--- src/hdl/wl512_pkg.sv ---
package wl512_pkg;

    localparam int POOL_DEPTH = 16;
    localparam int ADDR_W     = $clog2(POOL_DEPTH);
    localparam int WORD_W     = 32;
    localparam int LCG_OUT_W  = 15;

    localparam logic [WORD_W-1:0]    LCG_MUL     = 32'd214013;
    localparam logic [WORD_W-1:0]    LCG_ADD     = 32'd2531011;
    localparam logic [LCG_OUT_W-1:0] LCG_MASK    = 15'h7FFF;
    localparam logic [WORD_W-1:0]    TEMPER_MASK = 32'hDA442D24;

    // tap offsets relative to the current position, modulo the pool depth
    localparam logic [ADDR_W-1:0] OFS_C    = 4'd13;
    localparam logic [ADDR_W-1:0] OFS_D    = 4'd9;
    localparam logic [ADDR_W-1:0] OFS_TAIL = 4'd15;

    localparam logic MODE_RESEED = 1'b0;
    localparam logic MODE_DRAW   = 1'b1;

    typedef struct packed {
        logic seed_load;  // load LCG state, clear fill counter
        logic seed_zero;  // use zero instead of the input seed
        logic lcg_write;  // advance LCG and write one pool word
        logic rd_second;  // select the second pair of read taps
        logic b_load;     // capture intermediate b from first read pair
        logic wr_new;     // write pool[p], capture tail word
        logic wr_tail;    // write pool[p-1], move position, load result
    } wl512_cmd_t;

    typedef struct packed {
        logic fill_last;
    } wl512_sts_t;

endpackage

--- src/hdl/wl512_datapath.sv ---
module wl512_datapath (
    input  logic                                aclk,
    input  logic                                aresetn,
    input  wl512_pkg::wl512_cmd_t               cmd,
    output wl512_pkg::wl512_sts_t               sts,
    input  logic [wl512_pkg::WORD_W-1:0]        seed,
    output logic [wl512_pkg::WORD_W-1:0]        value
);
    import wl512_pkg::*;

    logic [WORD_W-1:0] pool_mem [POOL_DEPTH];

    logic [ADDR_W-1:0] position_reg;
    logic [ADDR_W-1:0] fill_cnt_reg;
    logic [WORD_W-1:0] x_reg;
    logic [WORD_W-1:0] x_next;
    logic [WORD_W-1:0] rd0_reg;
    logic [WORD_W-1:0] rd1_reg;
    logic [WORD_W-1:0] b_reg;
    logic [WORD_W-1:0] b_next;
    logic [WORD_W-1:0] tail_reg;
    logic [WORD_W-1:0] tail_next;
    logic [WORD_W-1:0] value_reg;

    logic [ADDR_W-1:0] rd_addr0;
    logic [ADDR_W-1:0] rd_addr1;
    logic [ADDR_W-1:0] tail_addr;
    logic              wr_en;
    logic [ADDR_W-1:0] wr_addr;
    logic [WORD_W-1:0] wr_data;

    logic [WORD_W-1:0] c_mix;
    logic [WORD_W-1:0] a_new;
    logic [WORD_W-1:0] d_mix;

    assign x_next = WORD_W'(x_reg * LCG_MUL) + LCG_ADD;

    assign tail_addr = position_reg + OFS_TAIL;
    assign rd_addr0  = cmd.rd_second ? position_reg + OFS_D : position_reg;
    assign rd_addr1  = cmd.rd_second ? tail_addr : position_reg + OFS_C;

    // first pair: rd0 = pool[p], rd1 = pool[p+13]
    assign b_next = rd0_reg ^ rd1_reg ^ (rd0_reg << 16) ^ (rd1_reg << 15);

    // second pair: rd0 = pool[p+9], rd1 = pool[p+15]
    assign c_mix     = rd0_reg ^ (rd0_reg >> 11);
    assign a_new     = b_reg ^ c_mix;
    assign d_mix     = a_new ^ ((a_new << 5) & TEMPER_MASK);
    assign tail_next = rd1_reg ^ b_reg ^ d_mix ^ (rd1_reg << 2) ^ (b_reg << 18) ^ (c_mix << 28);

    always_comb begin
        wr_en   = cmd.lcg_write | cmd.wr_new | cmd.wr_tail;
        wr_addr = position_reg;
        wr_data = a_new;
        if (cmd.lcg_write) begin
            wr_addr = fill_cnt_reg;
            wr_data = {{(WORD_W-LCG_OUT_W){1'b0}}, x_next[16 +: LCG_OUT_W] & LCG_MASK};
        end else if (cmd.wr_tail) begin
            wr_addr = tail_addr;
            wr_data = tail_reg;
        end
    end

    always_ff @(posedge aclk) begin
        if (wr_en) begin
            pool_mem[wr_addr] <= wr_data;
        end
        rd0_reg <= pool_mem[rd_addr0];
        rd1_reg <= pool_mem[rd_addr1];
    end

    always_ff @(posedge aclk) begin
        if (!aresetn) begin
            position_reg <= '0;
            fill_cnt_reg <= '0;
        end else begin
            if (cmd.seed_load) begin
                fill_cnt_reg <= '0;
            end else if (cmd.lcg_write) begin
                fill_cnt_reg <= fill_cnt_reg + 1'b1;
                if (fill_cnt_reg == ADDR_W'(POOL_DEPTH - 1)) begin
                    position_reg <= '0;
                end
            end
            if (cmd.wr_tail) begin
                position_reg <= tail_addr;
            end
        end
    end

    always_ff @(posedge aclk) begin
        if (cmd.seed_load) begin
            x_reg <= cmd.seed_zero ? '0 : seed;
        end else if (cmd.lcg_write) begin
            x_reg <= x_next;
        end
        if (cmd.b_load) begin
            b_reg <= b_next;
        end
        if (cmd.wr_new) begin
            tail_reg <= tail_next;
        end
        if (cmd.wr_tail) begin
            value_reg <= tail_reg;
        end
    end

    assign sts.fill_last = (fill_cnt_reg == ADDR_W'(POOL_DEPTH - 1));
    assign value         = value_reg;

endmodule

--- src/hdl/wl512_ctrl.sv ---
module wl512_ctrl (
    input  logic                  aclk,
    input  logic                  aresetn,
    input  logic                  in_valid,
    input  logic                  in_mode,
    output logic                  in_ready,
    output logic                  out_valid,
    input  logic                  out_ready,
    output wl512_pkg::wl512_cmd_t cmd,
    input  wl512_pkg::wl512_sts_t sts
);
    import wl512_pkg::*;

    typedef enum logic [2:0] {
        S_CLEAR,
        S_FILL,
        S_IDLE,
        S_RD2,
        S_WR1,
        S_WR2
    } state_t;

    state_t state_reg;
    state_t state_next;
    logic   out_valid_reg;
    logic   out_valid_next;
    logic   accept;
    logic   out_free;

    assign in_ready = (state_reg == S_IDLE);
    assign accept   = in_valid && in_ready;
    assign out_free = !out_valid_reg || out_ready;

    always_comb begin
        cmd            = '0;
        state_next     = state_reg;
        out_valid_next = out_valid_reg && !out_ready;
        case (state_reg)
            S_CLEAR: begin
                cmd.seed_load = 1'b1;
                cmd.seed_zero = 1'b1;
                state_next    = S_FILL;
            end
            S_FILL: begin
                cmd.lcg_write = 1'b1;
                if (sts.fill_last) begin
                    state_next = S_IDLE;
                end
            end
            S_IDLE: begin
                // read taps p and p+13 are issued every idle cycle
                if (accept) begin
                    if (in_mode == MODE_RESEED) begin
                        cmd.seed_load = 1'b1;
                        state_next    = S_FILL;
                    end else begin
                        state_next = S_RD2;
                    end
                end
            end
            S_RD2: begin
                cmd.rd_second = 1'b1;
                cmd.b_load    = 1'b1;
                state_next    = S_WR1;
            end
            S_WR1: begin
                cmd.wr_new = 1'b1;
                state_next = S_WR2;
            end
            S_WR2: begin
                if (out_free) begin
                    cmd.wr_tail    = 1'b1;
                    out_valid_next = 1'b1;
                    state_next     = S_IDLE;
                end
            end
            default: begin
                state_next = S_CLEAR;
            end
        endcase
    end

    always_ff @(posedge aclk) begin
        if (!aresetn) begin
            state_reg     <= S_CLEAR;
            out_valid_reg <= 1'b0;
        end else begin
            state_reg     <= state_next;
            out_valid_reg <= out_valid_next;
        end
    end

    assign out_valid = out_valid_reg;

    a_rose_after_wr2: assert property (@(posedge aclk) disable iff (!aresetn)
        $rose(out_valid_reg) |-> $past(state_reg == S_WR2))
        else $error("result valid without finished draw");

    a_wr2_holds: assert property (@(posedge aclk) disable iff (!aresetn)
        (state_reg == S_WR2 && out_valid_reg && !out_ready) |=> (state_reg == S_WR2))
        else $error("draw completed over a pending result");

    a_draw_starts: assert property (@(posedge aclk) disable iff (!aresetn)
        (accept && in_mode == MODE_DRAW) |=> (state_reg == S_RD2))
        else $error("accepted draw did not start");

    a_fill_runs: assert property (@(posedge aclk) disable iff (!aresetn)
        (state_reg == S_FILL && !sts.fill_last) |=> (state_reg == S_FILL))
        else $error("pool fill ended early");

endmodule

--- src/hdl/well512_random_generator.sv ---
// Draw: S_RD2, S_WR1, S_WR2 (held while a result is pending); no new item before S_IDLE.
// Reseed: pool fill runs one LCG multiply per cycle, busy until the pool is full, no result.
// Single write port on the 16-word pool (two writes per draw); throughput set by the FSM.
// Reset (aresetn low, synchronous) clears control and runs a zero-seed fill:
// s_tready stays low through S_CLEAR and S_FILL after reset is released.
module well512_random_generator (
    input  logic        aclk,
    input  logic        aresetn,
    input  logic        s_tvalid,
    output logic        s_tready,
    input  logic [31:0] s_tdata,  // [31:0] seed
    input  logic [0:0]  s_tuser,  // [0] mode
    output logic        m_tvalid,
    input  logic        m_tready,
    output logic [31:0] m_tdata   // [31:0] value
);
    import wl512_pkg::*;

    wl512_cmd_t cmd;
    wl512_sts_t sts;

    wl512_ctrl u_ctrl (
        .aclk      (aclk),
        .aresetn   (aresetn),
        .in_valid  (s_tvalid),
        .in_mode   (s_tuser[0]),
        .in_ready  (s_tready),
        .out_valid (m_tvalid),
        .out_ready (m_tready),
        .cmd       (cmd),
        .sts       (sts)
    );

    wl512_datapath u_datapath (
        .aclk    (aclk),
        .aresetn (aresetn),
        .cmd     (cmd),
        .sts     (sts),
        .seed    (s_tdata),
        .value   (m_tdata)
    );

endmodule

--- config.mk ---
export PLATFORM = sky130hd
export DESIGN_NAME = well512_random_generator
export DESIGN_NICKNAME = d
export VERILOG_FILES = /design/src/hdl/wl512_pkg.sv /design/src/hdl/wl512_datapath.sv /design/src/hdl/wl512_ctrl.sv /design/src/hdl/well512_random_generator.sv
export SDC_FILE = /design/constraint.sdc
export NUM_CORES = 2
export LEC_CHECK = 0
export BUFFER_PORTS_ARGS = -buffer_cell sky130_fd_sc_hd__buf_2
export CORE_ASPECT_RATIO = 1.75
export CORE_MARGIN = 2
export CORE_UTILIZATION = 31
export CTS_BUF_LIST = sky130_fd_sc_hd__clkbuf_4 sky130_fd_sc_hd__clkbuf_8
export CTS_CLUSTER_SIZE = 40
export DETAILED_ROUTE_END_ITERATION = 6
export PLACE_DENSITY = 0.47
export RECOVER_POWER = 100
export SLEW_MARGIN = 20
export SYNTH_ARGS = -nofsm -noshare
export SYNTH_HDL_FRONTEND = slang
export SYNTH_HIERARCHICAL = 1
export SYNTH_SLANG_ARGS = --single-unit
export TNS_END_PERCENT = 20
--- constraint.sdc ---
create_clock -name aclk -period 7.4 [get_ports aclk]
set_input_delay 0.74 -clock aclk [delete_from_list [all_inputs] [get_ports aclk]]
set_output_delay 0.74 -clock aclk [all_outputs]
set_load 0.01 [all_outputs]
==> flow_results.org <==
** Hold path
- The tightest min-delay check is of the primary input to register type.
- Hold Path Cell Cnt :: 3
- The worst hold path terminates at u_datapath/x_reg[1].
- Start point of the worst hold path :: s_tdata[1]

** Logic synthesis
- Main synth FF type :: sky130_fd_sc_hd__edfxtp_1
- Summing the sequential cell areas from Yosys gives about half of the chip area.
- Mean Syn Cell Area :: between 15 and 20 um^2
- Count of yosys warnings during synthesis :: 6
- The mapped netlist covers ~0.040 mm^2.
- Fraction of synthesis flops using an asynchronous set or reset pin :: 0%
- Post-synthesis sequential element count :: between 700 and 800
- Count of flip-flops with a built-in enable after synthesis :: about 640
- When the netlist entered floorplanning its net count stood at between 2k and 3k.
- Synthesized netlist cell count :: 2602
- Yosys mapped the design onto 76 distinct sky130hd cell types.

** Route
- The first TritonRoute pass finished after 5 iterations.
- Wires add up to ~120 mm.
- In the routed design, unresolved DRC markers number 0.
- Once detail routing completed, the nets flagged for antenna violations numbered 0.
- Mean routed wirelength per cell :: roughly 27 um
- For this block, the via count after detailed routing is approximately 23k.
- Number of design-rule violations left by the first detailed-router iteration :: ~1.3k
- After detailed routing, the number of vias per cell comes to 5.06.

** Placed design
- In this run the tool buffered the top-level ports with just under 70 buffer cells.
- Placer's final routability congestion estimate :: approximately 0.85
- Including well taps, the total number of placed cells is between 4k and 5k.
- Dpl hpwl :: around 82 mm

** Run
- Across the run, the number of max-cap violations was 9.

** GRT
- Via count of the first global-routing pass :: approximately 25k
- Entering global routing, the biggest net connects around 130 pins.
- First-pass GRT wire length :: 175 mm
- Global routing consumed, over all layers together, a little under a fifth of the routing resources.
- The initial antenna violation count is 2.
- Overflow left after global routing :: 0
- In the global route stage, met1 resource usage came out at between 20 and 25%.
- Global-route layer with the greatest usage :: met2
- GR met3 Demand/Resource :: approximately 2.5%
- For met2 alone, demand over resource in global routing was roughly 36%.

** Run status
- The flow ran to the end, but the final reports show violations.
- The final reports fail on max-capacitance violations, max-slew violations.

** Clock tree
- Clock tree synthesis found a total of 715 sinks.
- The H-tree was split into 3 levels.
- Number of buffers added to fix hold violations after cts :: 0
- TritonCTS built the clock tree.
- Source-to-sink clock delay at the later pin of the worst-skew pair :: between 700 and 800 ps
- After clock tree synthesis, the clock-pin slew on the worst setup and hold paths is about 70 ps.
- Clock tree synthesis inserted a total of between 100 and 150 buffers.
- In this run the deepest clock path goes through 3 buffers.
- Post-CTS timing repair inserted 0 buffers for setup.
- Once the clock tree was built, the resizer swapped 0 gates to a different size.
- CTS placed an instance of sky130_fd_sc_hd__clkbuf_8 at the clock tree root.

** Worst setup path
- CP Capture Type :: register
- Worst Setup Path Type :: register to register
- The worst register-to-register path begins at u_datapath/x_reg[5].
- Data arrives at the worst endpoint at between 7000 and 8000 ps.
- Of all nets on the critical path, the largest fanout is 16.
- Data on the critical path is required at its endpoint by 7890 ps.
- STA classifies the critical path startpoint as a register.
- Setup slack of the worst register-to-register path :: 360 ps
- Destination of the worst register-to-register timing path :: u_datapath/pool_mem[14][2]
- Reg2reg path depth :: 21

** Layout
- Of the cells placed in the final design, the portion with a size suffix greater than 1 is a little over a fifth.
- Area taken by multi-input logic gates :: 0.0175 mm^2
- The area growth from synthesis to layout is 12.0%.
- Final std cells w/o fill :: approximately 4.5k
- Final-stage net count :: a little over 3k
- More flip-flops sit in one register than any other, and that register is u_datapath/pool_mem.
- In the final layout, flip-flops and latches occupy roughly 0.021 mm^2.
- Fill cells in the final layout number approximately 12k.
- The register with the most flip-flops in the layout has around 510 of them.

** Floorplan
- For this configuration, the core starts out at a cell density of 31.2%.
- Row generation in the floorplan step produced 174 rows.
- In this run the vertical extent of the chip is roughly 480 um.
- The floorplan step defined a core boundary enclosing ~0.13 mm^2.
- Die width :: 276 um
- Die footprint :: 0.132 mm^2
- In this run the count of I/O pins placed on the die edge is 71.

** STA
- At the pin with the least slew margin, the transition time is approximately 2800 ps.
- Final worst clock skew :: approximately 36 ps
- Accumulated negative setup slack :: 0 ps
- Worst max-slew margin expressed relative to the limit :: -87.3%
- # setup viols final :: 0
- Pins Over Slew Limit :: 340
- Setup repair after global routing left no endpoint under its margin.
- After layout, the worst path uses 95.2% of the clock period.
- Number of hold violations in the final report :: 0
- Based on the critical path, the design can be clocked at up to 142 MHz.
- The worst path in the final design needs a cycle of around 7000 ps, including I/O delays and setup.
## through the flow
step / hold WS (ps) / setup slack, ps / instance area (um^2) / util, %
after floorplan: 427 / 1130 / 40000 / -
after global placement: 436 / 309 / 42600 / 33.2
after detailed placement: 436 / 146 / 42600 / 33.2
after CTS: 162 / 80.6 / 45000 / 35.1
after global routing: 212 / 75.0 / 44800 / 34.9
final: 247 / 357 / 44800 / 34.9
## routing by layer
layer | part of all wire [%] | up-vias
met5 | 0 | -
met4 | 4.0 | 0
met3 | 3.8 | 192
met2 | 56 | 582
met1 | 36 | 12100
li1 | - | 9812
## worst max path at each step
stage / from / endpoint / cells past startpoint
finish: u_datapath/x_reg[5] / u_datapath/pool_mem[14][2] / 21
global route: u_ctrl/state_reg[0] / u_datapath/pool_mem[6][19] / 9
CTS: u_datapath/x_reg[8] / u_datapath/pool_mem[0][9] / 19
detailed placement: u_datapath/x_reg[12] / u_datapath/pool_mem[3][9] / 18
global placement: u_datapath/x_reg[8] / u_datapath/pool_mem[6][9] / 19
floorplan: u_datapath/x_reg[4] / u_datapath/pool_mem[0][8] / 19
## logic make-up (layout without fill, tap and decap cells)
logic type / Yosys count / count (layout) / share of synthesized area (%)
XOR/XNOR: 258 / 258 / 5.74
other: 0 / 1 / 0
AND/OR/NAND/NOR: 259 / 259 / 3.13
AO/OA/AOI/OAI: 259 / 259 / 4.19
flip-flops: 715 / 715 / 51.8
buffers and inverters: 468 / 679 / 4.82
multiplexers: 327 / 327 / 17.2
adder cells (fa/ha/maj): 316 / 316 / 13.1
## synthesized netlist by cell type, types with 40 or more instances
cell	instances	area share [%]
sky130_fd_sc_hd__a211oi_1	49	0.92
sky130_fd_sc_hd__a21oi_1	93	1.2
sky130_fd_sc_hd__buf_2	40	0.50
sky130_fd_sc_hd__clkbuf_1	47	0.44
sky130_fd_sc_hd__dfxtp_1	76	3.8
sky130_fd_sc_hd__edfxtp_1	639	48
sky130_fd_sc_hd__fa_1	174	8.7
sky130_fd_sc_hd__ha_1	141	4.4
sky130_fd_sc_hd__inv_1	348	3.3
sky130_fd_sc_hd__mux4_2	288	16
sky130_fd_sc_hd__nand2_1	71	0.67
sky130_fd_sc_hd__nor2_1	83	0.78
sky130_fd_sc_hd__xnor2_1	163	3.6
sky130_fd_sc_hd__xor2_1	91	2.0
## critical path, cell delays in order (launching register included)
cell and delay [ps]:
sky130_fd_sc_hd__edfxtp_1 620, sky130_fd_sc_hd__inv_1 200, sky130_fd_sc_hd__fa_1 470, sky130_fd_sc_hd__fa_1 510
sky130_fd_sc_hd__fa_1 500, sky130_fd_sc_hd__inv_1 60, sky130_fd_sc_hd__fa_1 480, sky130_fd_sc_hd__fa_1 560
sky130_fd_sc_hd__inv_1 50, sky130_fd_sc_hd__fa_1 470, sky130_fd_sc_hd__inv_1 40, sky130_fd_sc_hd__ha_1 360
sky130_fd_sc_hd__and4_1 270, sky130_fd_sc_hd__and3_1 240, sky130_fd_sc_hd__a211oi_1 370, sky130_fd_sc_hd__clkbuf_1 240
sky130_fd_sc_hd__o21ai_0 150, sky130_fd_sc_hd__a21oi_1 190, sky130_fd_sc_hd__xor2_1 160, sky130_fd_sc_hd__clkbuf_1 390
sky130_fd_sc_hd__a21oi_1 140, sky130_fd_sc_hd__buf_4 230
## cells in the final DEF, fill, tap and decap left out, drive strengths merged, types with 36 or more instances in the layout
cell type | Yosys | routed
xnor2 | 166 | 166
nand2 | 71 | 71
buf | 68 | 70
edfxtp | 639 | 639
mux2i | 39 | 39
nor2 | 83 | 83
inv | 350 | 350
a211oi | 50 | 50
o21ai | 42 | 42
clkinv | 3 | 36
nor2b | 38 | 38
fa | 174 | 174
a21oi | 95 | 95
dfxtp | 76 | 76
mux4 | 288 | 288
ha | 141 | 141
clkbuf | 47 | 208
xor2 | 91 | 91
## final cells by class
class	count	area share (%)
multi-input combinational	1419	39.2
sequential	715	46.2
timing repair buffer	127	1.63
tap	1672	4.67
inverter	353	2.96
clock inverter	48	1.13
clock buffer	151	4.21
antenna	1	0.00559
Power is left out: the tool's default activity adds up to more than one toggle a clock period on the data nets, which glitch-free logic cannot reach.
